### config.mk
export PLATFORM = sky130hd
export DESIGN_NAME = pid_controller_step_core
export DESIGN_NICKNAME = d
export VERILOG_FILES = /design/src/rtl/pcs_pkg.sv /design/src/rtl/pcs_ctrl.sv /design/src/rtl/pcs_datapath.sv /design/src/rtl/pid_controller_step_core.sv
export VERILOG_INCLUDE_DIRS = /design/src /design/src/rtl
export SDC_FILE = /design/constraint.sdc
export NUM_CORES = 2
export LEC_CHECK = 0
export BUFFER_PORTS_ARGS = -buffer_cell sky130_fd_sc_hd__buf_2
export CAP_MARGIN = 0
export CORE_MARGIN = 3
export CORE_UTILIZATION = 59
export CTS_BUF_LIST = sky130_fd_sc_hd__clkbuf_4 sky130_fd_sc_hd__clkbuf_8 sky130_fd_sc_hd__clkbuf_16
export CTS_CLUSTER_SIZE = 8
export DETAILED_ROUTE_END_ITERATION = 6
export GPL_TIMING_DRIVEN = 0
export PLACE_DENSITY_LB_ADDON = 0.08
export SETUP_SLACK_MARGIN = 0.05
export SYNTH_ARGS = -nofsm -noshare
export SYNTH_HDL_FRONTEND = slang
export SYNTH_SLANG_ARGS = --single-unit
### constraint.sdc
create_clock -name clock -period 7.85 [get_ports clock]
set_input_delay 1.57 -clock clock [delete_from_list [all_inputs] [get_ports clock]]
set_output_delay 1.57 -clock clock [all_outputs]
set_load 0.02 [all_outputs]
### src/rtl/pid_controller_step_core_defines.svh
// Assertion macros shared by the PID controller step RTL.
// Needs a clock named clock and an active-high reset named reset in scope.
`ifndef PID_CONTROLLER_STEP_CORE_DEFINES_SVH
`define PID_CONTROLLER_STEP_CORE_DEFINES_SVH

// Check that a condition implies another in the same cycle
`define PCS_ASSERT_NOW(label, pre, post) \
   label: assert property (@(posedge clock) disable iff (reset) (pre) |-> (post)) \
      else $error("pcs assertion failed (same cycle)");

// Check that a condition implies another in the next cycle
`define PCS_ASSERT_NEXT(label, pre, post) \
   label: assert property (@(posedge clock) disable iff (reset) (pre) |=> (post)) \
      else $error("pcs assertion failed (next cycle)");

`endif

### src/rtl/pcs_pkg.sv
// Shared widths, register indexes, step codes and command type for the PID step core.
// No dependencies.
`default_nettype none

package pcs_pkg;

   // Field widths
   localparam int ERR_W     = 16;
   localparam int CSR_W     = 16;
   localparam int CSR_IDX_W = 3;
   localparam int DRIVE_W   = 32;
   localparam int INTEG_W   = 40;
   localparam int SLOPE_W   = 24;

   // Shared multiplier and accumulator widths
   localparam int MUL_A_W   = 17;
   localparam int MUL_B_W   = 25;
   localparam int PROD_W    = MUL_A_W + MUL_B_W;
   localparam int SUM_W     = 58;

   // Fixed-point alignment
   localparam int INTEG_SPLIT = 20;  // integral split point for the two partial products
   localparam int FRAC_Q12    = 12;  // Q.8 gain times integer term -> Q.20
   localparam int SLOPE_SHIFT = 8;   // Q.8 slope product -> integer
   localparam int DRIVE_SHIFT = 20;  // Q.20 sum -> integer drive

   // Configuration register indexes
   localparam logic [CSR_IDX_W-1:0] CSR_GAIN_P    = 3'd0;
   localparam logic [CSR_IDX_W-1:0] CSR_GAIN_I    = 3'd1;
   localparam logic [CSR_IDX_W-1:0] CSR_GAIN_D    = 3'd2;
   localparam logic [CSR_IDX_W-1:0] CSR_STEP_TIME = 3'd3;
   localparam logic [CSR_IDX_W-1:0] CSR_STEP_RATE = 3'd4;

   localparam logic [CSR_W-1:0] STEP_TIME_RESET = 16'd4096;
   localparam logic [CSR_W-1:0] STEP_RATE_RESET = 16'd256;

   // Datapath step codes
   localparam int OP_W = 3;
   localparam logic [OP_W-1:0] OP_NONE   = 3'd0;
   localparam logic [OP_W-1:0] OP_INTEG  = 3'd1;  // mul err*dt
   localparam logic [OP_W-1:0] OP_DERIV  = 3'd2;  // update integral, mul diff*rate
   localparam logic [OP_W-1:0] OP_PROP   = 3'd3;  // form slope, mul kp*err
   localparam logic [OP_W-1:0] OP_ILO    = 3'd4;  // start sum, mul ki*integral low
   localparam logic [OP_W-1:0] OP_IHI    = 3'd5;  // add, mul ki*integral high
   localparam logic [OP_W-1:0] OP_DSLOPE = 3'd6;  // add, mul kd*slope
   localparam logic [OP_W-1:0] OP_FINAL  = 3'd7;  // add last product

   typedef struct packed {
      logic            take;      // capture the incoming error sample
      logic [OP_W-1:0] op;        // datapath step for this cycle
      logic            load_out;  // load the result registers
   } pcs_cmd_type;

endpackage

`default_nettype wire

### src/rtl/pcs_ctrl.sv
// Sequencer for the PID step core: walks one transaction through the shared multiplier.
// Depends on pcs_pkg.
`default_nettype none

module pcs_ctrl (
   input  logic               clock,
   input  logic               reset,
   input  logic               req_valid,
   output logic               req_ready,
   output logic               rsp_valid,
   input  logic               rsp_ready,
   output pcs_pkg::pcs_cmd_type cmd
);
   import pcs_pkg::*;

   localparam int ST_W = 4;
   localparam logic [ST_W-1:0] S_IDLE   = 4'd0;
   localparam logic [ST_W-1:0] S_INTEG  = 4'd1;
   localparam logic [ST_W-1:0] S_DERIV  = 4'd2;
   localparam logic [ST_W-1:0] S_PROP   = 4'd3;
   localparam logic [ST_W-1:0] S_ILO    = 4'd4;
   localparam logic [ST_W-1:0] S_IHI    = 4'd5;
   localparam logic [ST_W-1:0] S_DSLOPE = 4'd6;
   localparam logic [ST_W-1:0] S_FINAL  = 4'd7;
   localparam logic [ST_W-1:0] S_OUT    = 4'd8;

   logic [ST_W-1:0] state_ff, state_in;
   logic            rsp_valid_ff, rsp_valid_in;
   logic            out_free;

   assign out_free  = !rsp_valid_ff || rsp_ready;
   assign req_ready = (state_ff == S_IDLE);
   assign rsp_valid = rsp_valid_ff;

   // Advance through the steps; hold in S_OUT while the result slot is full
   always_comb begin
      state_in     = state_ff;
      cmd.take     = 1'b0;
      cmd.op       = OP_NONE;
      cmd.load_out = 1'b0;
      unique case (state_ff)
         S_IDLE: begin
            cmd.take = req_valid;
            if (req_valid) state_in = S_INTEG;
         end
         S_INTEG: begin
            cmd.op   = OP_INTEG;
            state_in = S_DERIV;
         end
         S_DERIV: begin
            cmd.op   = OP_DERIV;
            state_in = S_PROP;
         end
         S_PROP: begin
            cmd.op   = OP_PROP;
            state_in = S_ILO;
         end
         S_ILO: begin
            cmd.op   = OP_ILO;
            state_in = S_IHI;
         end
         S_IHI: begin
            cmd.op   = OP_IHI;
            state_in = S_DSLOPE;
         end
         S_DSLOPE: begin
            cmd.op   = OP_DSLOPE;
            state_in = S_FINAL;
         end
         S_FINAL: begin
            cmd.op   = OP_FINAL;
            state_in = S_OUT;
         end
         S_OUT: begin
            cmd.load_out = out_free;
            if (out_free) state_in = S_IDLE;
         end
         default: state_in = S_IDLE;
      endcase
   end

   // Result valid: set on load, drop when taken
   always_comb begin
      rsp_valid_in = rsp_valid_ff;
      if (cmd.load_out) rsp_valid_in = 1'b1;
      else if (rsp_ready) rsp_valid_in = 1'b0;
   end

   always_ff @(posedge clock) begin
      if (reset) begin
         state_ff     <= S_IDLE;
         rsp_valid_ff <= 1'b0;
      end else begin
         state_ff     <= state_in;
         rsp_valid_ff <= rsp_valid_in;
      end
   end

endmodule

`default_nettype wire

### src/rtl/pcs_datapath.sv
// Datapath for the PID step core: config registers, state, shared multiplier,
// accumulator and result registers. Depends on pcs_pkg.
`default_nettype none

module pcs_datapath (
   input  logic                                   clock,
   input  logic                                   reset,
   input  pcs_pkg::pcs_cmd_type                   cmd,
   input  logic                                   csr_we,
   input  logic        [pcs_pkg::CSR_IDX_W-1:0]   csr_index,
   input  logic        [pcs_pkg::CSR_W-1:0]       csr_wdata,
   input  logic signed [pcs_pkg::ERR_W-1:0]       req_error_sample,
   output logic signed [pcs_pkg::DRIVE_W-1:0]     rsp_drive,
   output logic                                   rsp_clipped,
   output logic signed [pcs_pkg::INTEG_W-1:0]     rsp_integral_now,
   output logic signed [pcs_pkg::SLOPE_W-1:0]     rsp_slope_now
);
   import pcs_pkg::*;

   localparam int INTEG_HI_W = INTEG_W - INTEG_SPLIT;

   // Configuration registers
   logic [CSR_W-1:0] gain_p_ff, gain_i_ff, gain_d_ff, step_time_ff, step_rate_ff;

   // Controller state and per-transaction working registers
   logic signed [INTEG_W-1:0] acc_ff,   acc_in;
   logic signed [ERR_W-1:0]   prior_ff;
   logic signed [ERR_W-1:0]   err_ff;
   logic signed [SLOPE_W-1:0] slope_ff, slope_in;
   logic                      sat_ff;
   logic signed [PROD_W-1:0]  prod_ff,  prod_in;
   logic signed [SUM_W-1:0]   sum_ff,   sum_in;

   logic signed [MUL_A_W-1:0] mul_a;
   logic signed [MUL_B_W-1:0] mul_b;
   logic signed [MUL_A_W-1:0] err_diff;
   logic signed [SUM_W-1:0]   prod_ext;

   logic signed [INTEG_W:0]   integ_sum;
   logic                      integ_ovf;
   logic signed [PROD_W-1:0]  slope_q;
   logic                      slope_ovf;
   logic signed [SUM_W-1:0]   drive_q;
   logic                      drive_ovf;
   logic signed [DRIVE_W-1:0] drive_in;

   // Write configuration registers; drop writes beyond the list
   always_ff @(posedge clock) begin
      if (reset) begin
         gain_p_ff    <= '0;
         gain_i_ff    <= '0;
         gain_d_ff    <= '0;
         step_time_ff <= STEP_TIME_RESET;
         step_rate_ff <= STEP_RATE_RESET;
      end else if (csr_we) begin
         unique case (csr_index)
            CSR_GAIN_P:    gain_p_ff    <= csr_wdata;
            CSR_GAIN_I:    gain_i_ff    <= csr_wdata;
            CSR_GAIN_D:    gain_d_ff    <= csr_wdata;
            CSR_STEP_TIME: step_time_ff <= csr_wdata;
            CSR_STEP_RATE: step_rate_ff <= csr_wdata;
            default: ;
         endcase
      end
   end

   assign err_diff = {err_ff[ERR_W-1], err_ff} - {prior_ff[ERR_W-1], prior_ff};

   // Select multiplier operands for this step
   always_comb begin
      mul_a = '0;
      mul_b = '0;
      unique case (cmd.op)
         OP_INTEG: begin
            mul_a = {err_ff[ERR_W-1], err_ff};
            mul_b = {{(MUL_B_W-CSR_W){1'b0}}, step_time_ff};
         end
         OP_DERIV: begin
            mul_a = err_diff;
            mul_b = {{(MUL_B_W-CSR_W){1'b0}}, step_rate_ff};
         end
         OP_PROP: begin
            mul_a = {gain_p_ff[CSR_W-1], gain_p_ff};
            mul_b = {{(MUL_B_W-ERR_W){err_ff[ERR_W-1]}}, err_ff};
         end
         OP_ILO: begin
            mul_a = {gain_i_ff[CSR_W-1], gain_i_ff};
            mul_b = {{(MUL_B_W-INTEG_SPLIT){1'b0}}, acc_ff[INTEG_SPLIT-1:0]};
         end
         OP_IHI: begin
            mul_a = {gain_i_ff[CSR_W-1], gain_i_ff};
            mul_b = {{(MUL_B_W-INTEG_HI_W){acc_ff[INTEG_W-1]}},
                     acc_ff[INTEG_W-1:INTEG_SPLIT]};
         end
         OP_DSLOPE: begin
            mul_a = {gain_d_ff[CSR_W-1], gain_d_ff};
            mul_b = {{(MUL_B_W-SLOPE_W){slope_ff[SLOPE_W-1]}}, slope_ff};
         end
         OP_NONE, OP_FINAL: begin
            mul_a = '0;
            mul_b = '0;
         end
         default: ;
      endcase
   end

   assign prod_in  = mul_a * mul_b;
   assign prod_ext = {{(SUM_W-PROD_W){prod_ff[PROD_W-1]}}, prod_ff};

   // Saturating integral update from err*dt
   assign integ_sum = {acc_ff[INTEG_W-1], acc_ff} + (INTEG_W+1)'(prod_ff);
   assign integ_ovf = (integ_sum[INTEG_W] != integ_sum[INTEG_W-1]);
   always_comb begin
      if (integ_ovf) acc_in = {integ_sum[INTEG_W], {(INTEG_W-1){!integ_sum[INTEG_W]}}};
      else           acc_in = integ_sum[INTEG_W-1:0];
   end

   // Slope: divide the Q.8 product by 256 toward zero, then clamp
   assign slope_q   = (prod_ff >>> SLOPE_SHIFT)
                    + $signed(PROD_W'(prod_ff[PROD_W-1] && (|prod_ff[SLOPE_SHIFT-1:0])));
   assign slope_ovf = (slope_q[PROD_W-1:SLOPE_W-1]
                       != {(PROD_W-SLOPE_W+1){slope_q[PROD_W-1]}});
   always_comb begin
      if (slope_ovf) slope_in = {slope_q[PROD_W-1], {(SLOPE_W-1){!slope_q[PROD_W-1]}}};
      else           slope_in = slope_q[SLOPE_W-1:0];
   end

   // Accumulate the Q.20 drive sum
   always_comb begin
      sum_in = sum_ff;
      unique case (cmd.op)
         OP_ILO:    sum_in = prod_ext <<< FRAC_Q12;
         OP_IHI:    sum_in = sum_ff + prod_ext;
         OP_DSLOPE: sum_in = sum_ff + (prod_ext <<< INTEG_SPLIT);
         OP_FINAL:  sum_in = sum_ff + (prod_ext <<< FRAC_Q12);
         OP_NONE, OP_INTEG, OP_DERIV, OP_PROP: sum_in = sum_ff;
         default: ;
      endcase
   end

   // Drive: divide by 2^20 toward zero, clamp to 32 bits
   assign drive_q   = (sum_ff >>> DRIVE_SHIFT)
                    + $signed(SUM_W'(sum_ff[SUM_W-1] && (|sum_ff[DRIVE_SHIFT-1:0])));
   assign drive_ovf = (drive_q[SUM_W-1:DRIVE_W-1]
                       != {(SUM_W-DRIVE_W+1){drive_q[SUM_W-1]}});
   always_comb begin
      if (drive_ovf) drive_in = {drive_q[SUM_W-1], {(DRIVE_W-1){!drive_q[SUM_W-1]}}};
      else           drive_in = drive_q[DRIVE_W-1:0];
   end

   // Controller state: integral and previous error
   always_ff @(posedge clock) begin
      if (reset) begin
         acc_ff   <= '0;
         prior_ff <= '0;
      end else begin
         if (cmd.op == OP_DERIV) acc_ff   <= acc_in;
         if (cmd.op == OP_PROP)  prior_ff <= err_ff;
      end
   end

   // Working registers
   always_ff @(posedge clock) begin
      if (cmd.take)           err_ff   <= req_error_sample;
      if (cmd.op == OP_DERIV) sat_ff   <= integ_ovf;
      if (cmd.op == OP_PROP)  slope_ff <= slope_in;
      prod_ff <= prod_in;
      sum_ff  <= sum_in;
   end

   // Result registers
   always_ff @(posedge clock) begin
      if (cmd.load_out) begin
         rsp_drive        <= drive_in;
         rsp_clipped      <= sat_ff || drive_ovf;
         rsp_integral_now <= acc_ff;
         rsp_slope_now    <= slope_ff;
      end
   end

endmodule

`default_nettype wire

### src/rtl/pid_controller_step_core.sv
// PID controller step: top level joining the sequencer and the datapath.
// Depends on pcs_pkg, pcs_ctrl, pcs_datapath and pid_controller_step_core_defines.svh.
//
// Usage:
//  - req channel: one signed 16-bit error sample per transaction (valid/ready).
//  - rsp channel: drive, clipped flag, new integral (Q28.12) and slope per transaction.
//  - csr port: write gains (Q8.8), step time (Q4.12) and step rate (Q8.8) by index
//    while the core is idle; writes to unused indexes are dropped.
//  - An accepted request walks the sequencer through S_INTEG, S_DERIV, S_PROP,
//    S_ILO, S_IHI, S_DSLOPE, S_FINAL and S_OUT; a single 17x25 multiplier is
//    shared over six products, one per cycle, then S_FINAL adds the last
//    product and S_OUT loads the result; the idle state takes the next request.
//  - The result sits in an output register, so the next request is taken while
//    the previous result still waits; a stalled receiver holds the core only
//    when a finished result finds the output register still full.
//  - Reset (synchronous): clears the integral and previous error, sets gains to
//    zero, step time to 1.0 and step rate to 1.0, and drops any pending result.
`default_nettype none

module pid_controller_step_core (
   input  logic                                  clock,
   input  logic                                  reset,
   input  logic                                  req_valid,
   output logic                                  req_ready,
   input  logic signed [pcs_pkg::ERR_W-1:0]      req_error_sample,
   output logic                                  rsp_valid,
   input  logic                                  rsp_ready,
   output logic signed [pcs_pkg::DRIVE_W-1:0]    rsp_drive,
   output logic                                  rsp_clipped,
   output logic signed [pcs_pkg::INTEG_W-1:0]    rsp_integral_now,
   output logic signed [pcs_pkg::SLOPE_W-1:0]    rsp_slope_now,
   input  logic                                  csr_we,
   input  logic        [pcs_pkg::CSR_IDX_W-1:0]  csr_index,
   input  logic        [pcs_pkg::CSR_W-1:0]      csr_wdata
);
   import pcs_pkg::*;

`include "pid_controller_step_core_defines.svh"

   pcs_cmd_type cmd;

   pcs_ctrl u_ctrl (
      .clock     (clock),
      .reset     (reset),
      .req_valid (req_valid),
      .req_ready (req_ready),
      .rsp_valid (rsp_valid),
      .rsp_ready (rsp_ready),
      .cmd       (cmd)
   );

   pcs_datapath u_datapath (
      .clock            (clock),
      .reset            (reset),
      .cmd              (cmd),
      .csr_we           (csr_we),
      .csr_index        (csr_index),
      .csr_wdata        (csr_wdata),
      .req_error_sample (req_error_sample),
      .rsp_drive        (rsp_drive),
      .rsp_clipped      (rsp_clipped),
      .rsp_integral_now (rsp_integral_now),
      .rsp_slope_now    (rsp_slope_now)
   );

   // One transaction in flight at a time
   `PCS_ASSERT_NEXT(a_one_in_flight, req_valid && req_ready, !req_ready)
   // Never overwrite a result that the receiver has not taken
   `PCS_ASSERT_NOW(a_no_overwrite, rsp_valid && !rsp_ready, !cmd.load_out)
   // A loaded result is presented in the next cycle
   `PCS_ASSERT_NEXT(a_load_presents, cmd.load_out, rsp_valid)

endmodule

`default_nettype wire
# [After elaboration in Yosys (flattened, before gate mapping)]
# Index checks and enable logic that the tools add are counted.
# Widths: inputs -> output; s select.
[op_classes] add_sub_neg=7 n_mul=1 n_eq_ne=24 n_mux=14 n_reduce_logical=23
[op_table] cell="$pmux 58 s4" n=1
[op_table] cell="$pmux 25 s7" n=1
[op_table] cell="$pmux 17 s6" n=1
[op_table] cell="$add 58x42->58" n=1
[op_table] cell="$add 58x54->58" n=1
[op_table] cell="$add 58x58->58" n=1
[op_table] cell="$mul 17x25->42" n=1
[op_table] cell="$add 41x41->41" n=1
[op_table] cell="$mux 40" n=1
[op_table] cell="$add 38x2->39" n=1
[op_table] cell="$pmux 4 s9" n=1
[op_table] cell="$add 34x2->35" n=1
[op_table] cell="$mux 32" n=1
[op_table] cell="$ne 26x26->1" n=1
[op_table] cell="$mux 24" n=1
[op_table] cell="$pmux 3 s7" n=1
[op_table] cell="$reduce_or 20->1" n=1
[op_table] cell="$ne 18x18->1" n=1
[op_table] cell="$sub 16x16->17" n=1
[op_table] cell="$eq 4x3->1 const B" n=4
[op_table] cell="$eq 3x3->1 const B" n=5
[op_table] cell="$eq 3x2->1 const B" n=4
[op_table] cell="$reduce_and 2->1" n=6
[op_table] cell="$eq 4x2->1 const B" n=2
[op_table] cell="17 further kinds" n=29
[word_totals] reg_bits=379 in_bits=40 output_inout_bits=99 word_cells=87

# [Logic depth before layout (Yosys ltp)]
[depth] depth_word=6 depth_mapped=39 mapped_depth_nobuf=37

# [Modules after synthesis]
# Synthesis repeated with hierarchy kept, for this count alone.
[hier_totals] hier_cells=4738 hier_area_um2=41297.1
[by_module_without_submodules] mod="pcs_datapath" n_inst=1 cells_per_inst=4710 area_each_um2=41031.9 seq_area_each_um2=9449.1
[by_module_without_submodules] mod="pcs_ctrl" n_inst=1 cells_per_inst=28 area_each_um2=265.3 seq_area_each_um2=100.1

# [Worst setup path after synthesis]
# No wires, ideal clock.
[synth_timing] path_kind="register -> register" from="register u_datapath.err_ff[0]" to="register u_datapath.prod_ff[38]" setup_time_ns=0.072 arrival_ns=8.596 path_slack_ns=-0.818 path_stages_with_launch=36 period_less_slack_ns=8.668 cell_sequence="edfxtp_1 -> inv_1 -> ha_1 -> fa_1 -> nor2b_1 -> o21ai_0 -> a21boi_0 -> o21ai_1 -> a21oi_1 -> o2111a_1 -> o41ai_1 -> nor4b_1 -> a211oi_2 -> o21bai_1 -> clkbuf_1 -> nor2_1 -> fa_1 -> fa_1 -> fa_1 -> fa_1 -> fa_1 -> inv_1 -> fa_1 -> inv_1 -> ha_1 -> a21o_1 -> a21o_1 -> a21oi_1 -> o31ai_1 -> a21o_1 -> a2111o_1 -> o211ai_1 -> nand2_1 -> a21o_1 -> a21oi_1 -> xnor2_1"
[synth_via] elab_chain_len=3 elab_cells_between_ends=4 cone_classes="add/sub (1); mul (1); mux (2)"
[synth_rtl] element="start, declared" line_no="pcs_datapath.sv:28" rtl="logic signed [ERR_W-1:0] err_ff;"
[synth_rtl] element="start signal, assigned" line_no="pcs_datapath.sv:164" rtl="if (cmd.take) err_ff <= req_error_sample;"
[synth_rtl] element="$sub 16x16->17" line_no="pcs_datapath.sv:67" rtl="assign err_diff = {err_ff[ERR_W-1], err_ff} - {prior_ff[ERR_W-1], prior_ff};"
[synth_rtl] element="$pmux 17 s6" line_no="pcs_datapath.sv:73" rtl="unique case (cmd.op)"
[synth_rtl] element="$mul 17x25->42 *" line_no="pcs_datapath.sv:107" rtl="assign prod_in = mul_a * mul_b;"
[synth_rtl] element="via u_datapath.prod_in[38]" line_no="pcs_datapath.sv:31" rtl="logic signed [PROD_W-1:0] prod_ff, prod_in;"
[synth_rtl] element="end signal, assigned" line_no="pcs_datapath.sv:167" rtl="prod_ff <= prod_in;"
[synth_rtl] element="end, declared" line_no="pcs_datapath.sv:31"
# The timed path passes the listed nets; every way through them passes the cells marked *.
# A chain may end at the register's enable or synchronous reset.

# [Final worst setup path]
[layout_timing] from="register u_ctrl.state_ff[3]" to="register u_datapath.prod_ff[39]"
[layout_via] elab_chain_len=6 elab_cells_between_ends=21 cone_classes="mul (1); eq/ne (14); mux (3); reduce/logical (3)"
[layout_rtl] element="start, declared" line_no="pcs_ctrl.sv:27" rtl="logic [ST_W-1:0] state_ff, state_in;"
[layout_rtl] element="start signal, assigned" line_no="pcs_ctrl.sv:94" rtl="state_ff <= state_in;"
[layout_rtl] element="$eq 4x3->1 (tied with other cells)" line_no="pcs_ctrl.sv:41" rtl="unique case (state_ff)"
[layout_rtl] element="$pmux 3 s7 *" line_no="pcs_ctrl.sv:41"
[layout_rtl] element="$eq 3x3->1 or $logic_not 3->1 (tied branches)" line_no="pcs_datapath.sv:73"
[layout_rtl] element="$reduce_or 2->1, on equally long branches"
[layout_rtl] element="$pmux 25 s7 or $pmux 17 s6 (tied branches)" line_no="pcs_datapath.sv:73"
[layout_rtl] element="$mul 17x25->42 *" line_no="pcs_datapath.sv:107"
[layout_rtl] element="via u_datapath.prod_in[39]" line_no="pcs_datapath.sv:31"
# Marked as above.

==> run summary <==
Die width: 270 microns
Starting density of the core: 59.7%
Switch Pwr: 0.00665 W
Worst-Margin Slew: 1.30 ns
LEAKAGE: 20.5 nW
GRT Total Usage: 40.1%
M1 GR Usage: 57.9%
GRT overflow: 0
Final hold slack: 0.454 ns
Via count of the first global-routing pass: 36000
Initial antenna violation count: 14
Commonest non-fill, non-tap cells in the layout: nand2_1, inv_1, fa_1
Setup crit end kind: register
First-pass GRT wire length: 222 mm
DRT antenna net count: 0
Syn Area/Cell: 8.74 sq um
Post-Syn Instances: 4697
Reg power frac: 21.8%
Core Area: 68800 sq um
Pwr Total: 0.0139 W
Fin crit period: 8.51 ns
Met3 usage in global routing: 9.54%
Global Route met2 Usage: 58.1%
Pin count of the biggest net entering global routing: 36
Worst Setup Start Kind: register
CTS buffer count: 54
Die area: 72800 sq um
Dpl ws: -2.72 ns
Drt wl/cell: 24.9 microns
Cell Int Power: 0.00725 W
Post-route insts no fill: 5957
Critical path class: register to register
Clk_lat worst skew: 0.65 ns
Clock power frac: 17.6%
Max_cap viols: 0
Synth Warn #: 0
Pre-antenna DRT Iters: 7
Root Driver: clkbuf_16
CTS Buffer Depth: 3
# hold bufs at CTS: 0
# clock sinks: 379
Max-slew headroom: 12.8%
Placed Area: 43400 sq um
Site row count: 96
Via count: 37800
RSZ-0062 raised after global routing: yes
Die H: 270 microns
I/O Pins: 139
Area Growth Syn to Fin: 14.2%
Share of layout cells above drive strength 1: 13.8%
CTS tree: yes
Slowest cell on crit path: fa_1
Final Cell Area: 46900 sq um
# DRC: 4
Violated checks: DRC, setup timing
Avg Vias per Cell: 6.34
Final hold vios: 0
Synthesized flop and latch total: 379
Sw Share: 47.8%
CTS clock-pin slew for the worst setup and hold paths: 0.05 ns
Most frequent CP cell: fa_1
Post-Syn Nets: 5443
WP data required: 8.38 ns
Pwr dens: 296 nW/um^2
Status: complete, but fails checks
Clock H-tree levels: 2
Worst setup margin: -0.660 ns
CP peak stage delay: 0.57 ns
Placed cells: 5773
DR iter-0 viols: 4998
Ys async rst share: 0%
Combinational fraction of design power: 60.6%
Sequential share of the synthesized area: 23.2%
Routed Wire Length: 148 mm
Final Wtd Congestion: 1.00
Max FO, Critical Path: 10
FMAX: 118 MHz
Number of flops mapped to enable cells by yosys: 196
Final HPWL DP: 116 mm
Final setup violation count: 23
Filler instances: 5743
Synth cell types: 85
GRT Max-Usage Layer: met2
Hold crit path type: register to register
Synth Flop Type: edfxtp_1
Peak supply drop: 218 uV
Period utilisation layout: 108%
Port buffer count: 137
Max-slew violation count: 0
Clock skew: 0.0491 ns
Mapped cell area: 41100 sq um
Commonest non-fill, non-tap cell in the layout: nand2_1
Critical path arrival: 9.04 ns
Number of nets in the layout: 5732
## layer usage
layer	up-vias	share of wire, %
met5	-	0.033
met4	6	4.7
met3	449	13
met2	2253	42
met1	18400	41
li1	16700	-
## synth_stat cells, drive strengths merged (13+ instances only)
| cell | instances | area [sq um] |
|---|---|---|
| a211oi | 65 | 493 |
| a21boi | 17 | 128 |
| a21o | 132 | 991 |
| a21oi | 388 | 2070 |
| a221oi | 27 | 249 |
| a222oi | 32 | 320 |
| a22oi | 37 | 278 |
| a31oi | 30 | 188 |
| and2 | 60 | 375 |
| and3 | 40 | 250 |
| buf | 21 | 121 |
| clkbuf | 178 | 668 |
| dfxtp | 183 | 3660 |
| edfxtp | 196 | 5890 |
| fa | 412 | 8250 |
| ha | 294 | 3680 |
| inv | 527 | 1980 |
| maj3 | 29 | 292 |
| mux2i | 29 | 290 |
| nand2 | 531 | 2000 |
| nand2b | 43 | 269 |
| nand3 | 94 | 475 |
| nand4 | 54 | 338 |
| nor2 | 408 | 1530 |
| nor2b | 36 | 228 |
| nor3 | 56 | 280 |
| nor4 | 14 | 103 |
| o211ai | 28 | 210 |
| o21a | 47 | 353 |
| o21ai | 206 | 1030 |
| o21bai | 39 | 293 |
| o31ai | 18 | 145 |
| or2 | 22 | 138 |
| or3 | 13 | 81.3 |
| xnor2 | 149 | 1310 |
| xor2 | 119 | 1040 |
## stage by stage
stage          utilization, %  TNS (ns)
2_1_floorplan               -   -0.0112
3_3_place_gp             62.8   -176.47
3_5_place_dp             63.0    -65.92
4_1_cts                  67.5     -4.83
5_1_grt                  68.1    -12.63
6_report                 68.2     -9.02
## state kept, by name, indices dropped and copies added, names as in the netlist, 24 cells and up
signal,flops
u_datapath.sum_ff,58
u_datapath.rsp_drive,32
u_datapath.rsp_slope_now,24
u_datapath.acc_ff,40
u_datapath.slope_ff,24
u_datapath.prod_ff,42
u_datapath.rsp_integral_now,40
## cell families (layout without fill, tap and decap cells)
family	Yosys count	count (layout)	synth area share, %
AND/OR/NAND/NOR	1403	1403	15.4
AO/OA/AOI/OAI	1154	1154	18.3
adder cells (fa/ha/maj)	735	735	29.7
buffers and inverters	726	1053	6.74
flip-flops	379	379	23.2
XOR/XNOR	268	268	5.71
multiplexers	32	32	0.789
other	0	2	0
## power groups by stage
stage | clock, W | sequential [W] | combinational (W)
floorplan | 0 | 0.00259 | 0.00580
global placement | 0 | 0.00302 | 0.00749
detailed placement | 0 | 0.00302 | 0.00757
CTS | 0.00245 | 0.00298 | 0.00804
global route | 0.00253 | 0.00300 | 0.00921
finish | 0.00244 | 0.00303 | 0.00843
## cell type report
cell class,instances,area (sq um),share of cell area [%]
Clock inverter,4,110,0.235
Antenna cell,2,5.00,0.0107
Tap cell,931,1160,2.48
Sequential cell,379,9550,20.4
Clock buffer,90,1640,3.50
Inverter,527,1980,4.23
Multi-Input combinational cell,3592,29900,63.7
Timing Repair Buffer,238,1570,3.36
Buffer,194,1000,2.14
## timing repair
item	4_1_cts	5_1_grt
gates cloned	2	0
pin swaps	112	74
setup endpoints to repair	35	26
gates resized for setup	237	86
buffers inserted	64	27
## critical path, delay by kind of cell, from the launching register on
family / cells / cell delay [ns]
buffers and inverters: 6 / 1.13
adders and majority gates: 7 / 3.30
AOI/OAI and AO/OA: 6 / 1.57
DFF: 1 / 0.49
xor gates and xnor gates: 1 / 0.12
and+or+nand+nor: 11 / 1.76
## final timing paths
path	start	endpoint	slack [ns]	cells past startpoint
worst min-delay path	u_datapath.prior_ff[9]	u_datapath.prior_ff[9]	0.45	2
worst min register to register	u_datapath.prior_ff[9]	u_datapath.prior_ff[9]	0.45	2
worst max-delay path	u_ctrl.state_ff[3]	u_datapath.prod_ff[39]	-0.66	31
worst max register to register	u_ctrl.state_ff[3]	u_datapath.prod_ff[39]	-0.66	31
(Power assumes the default switching activity.)
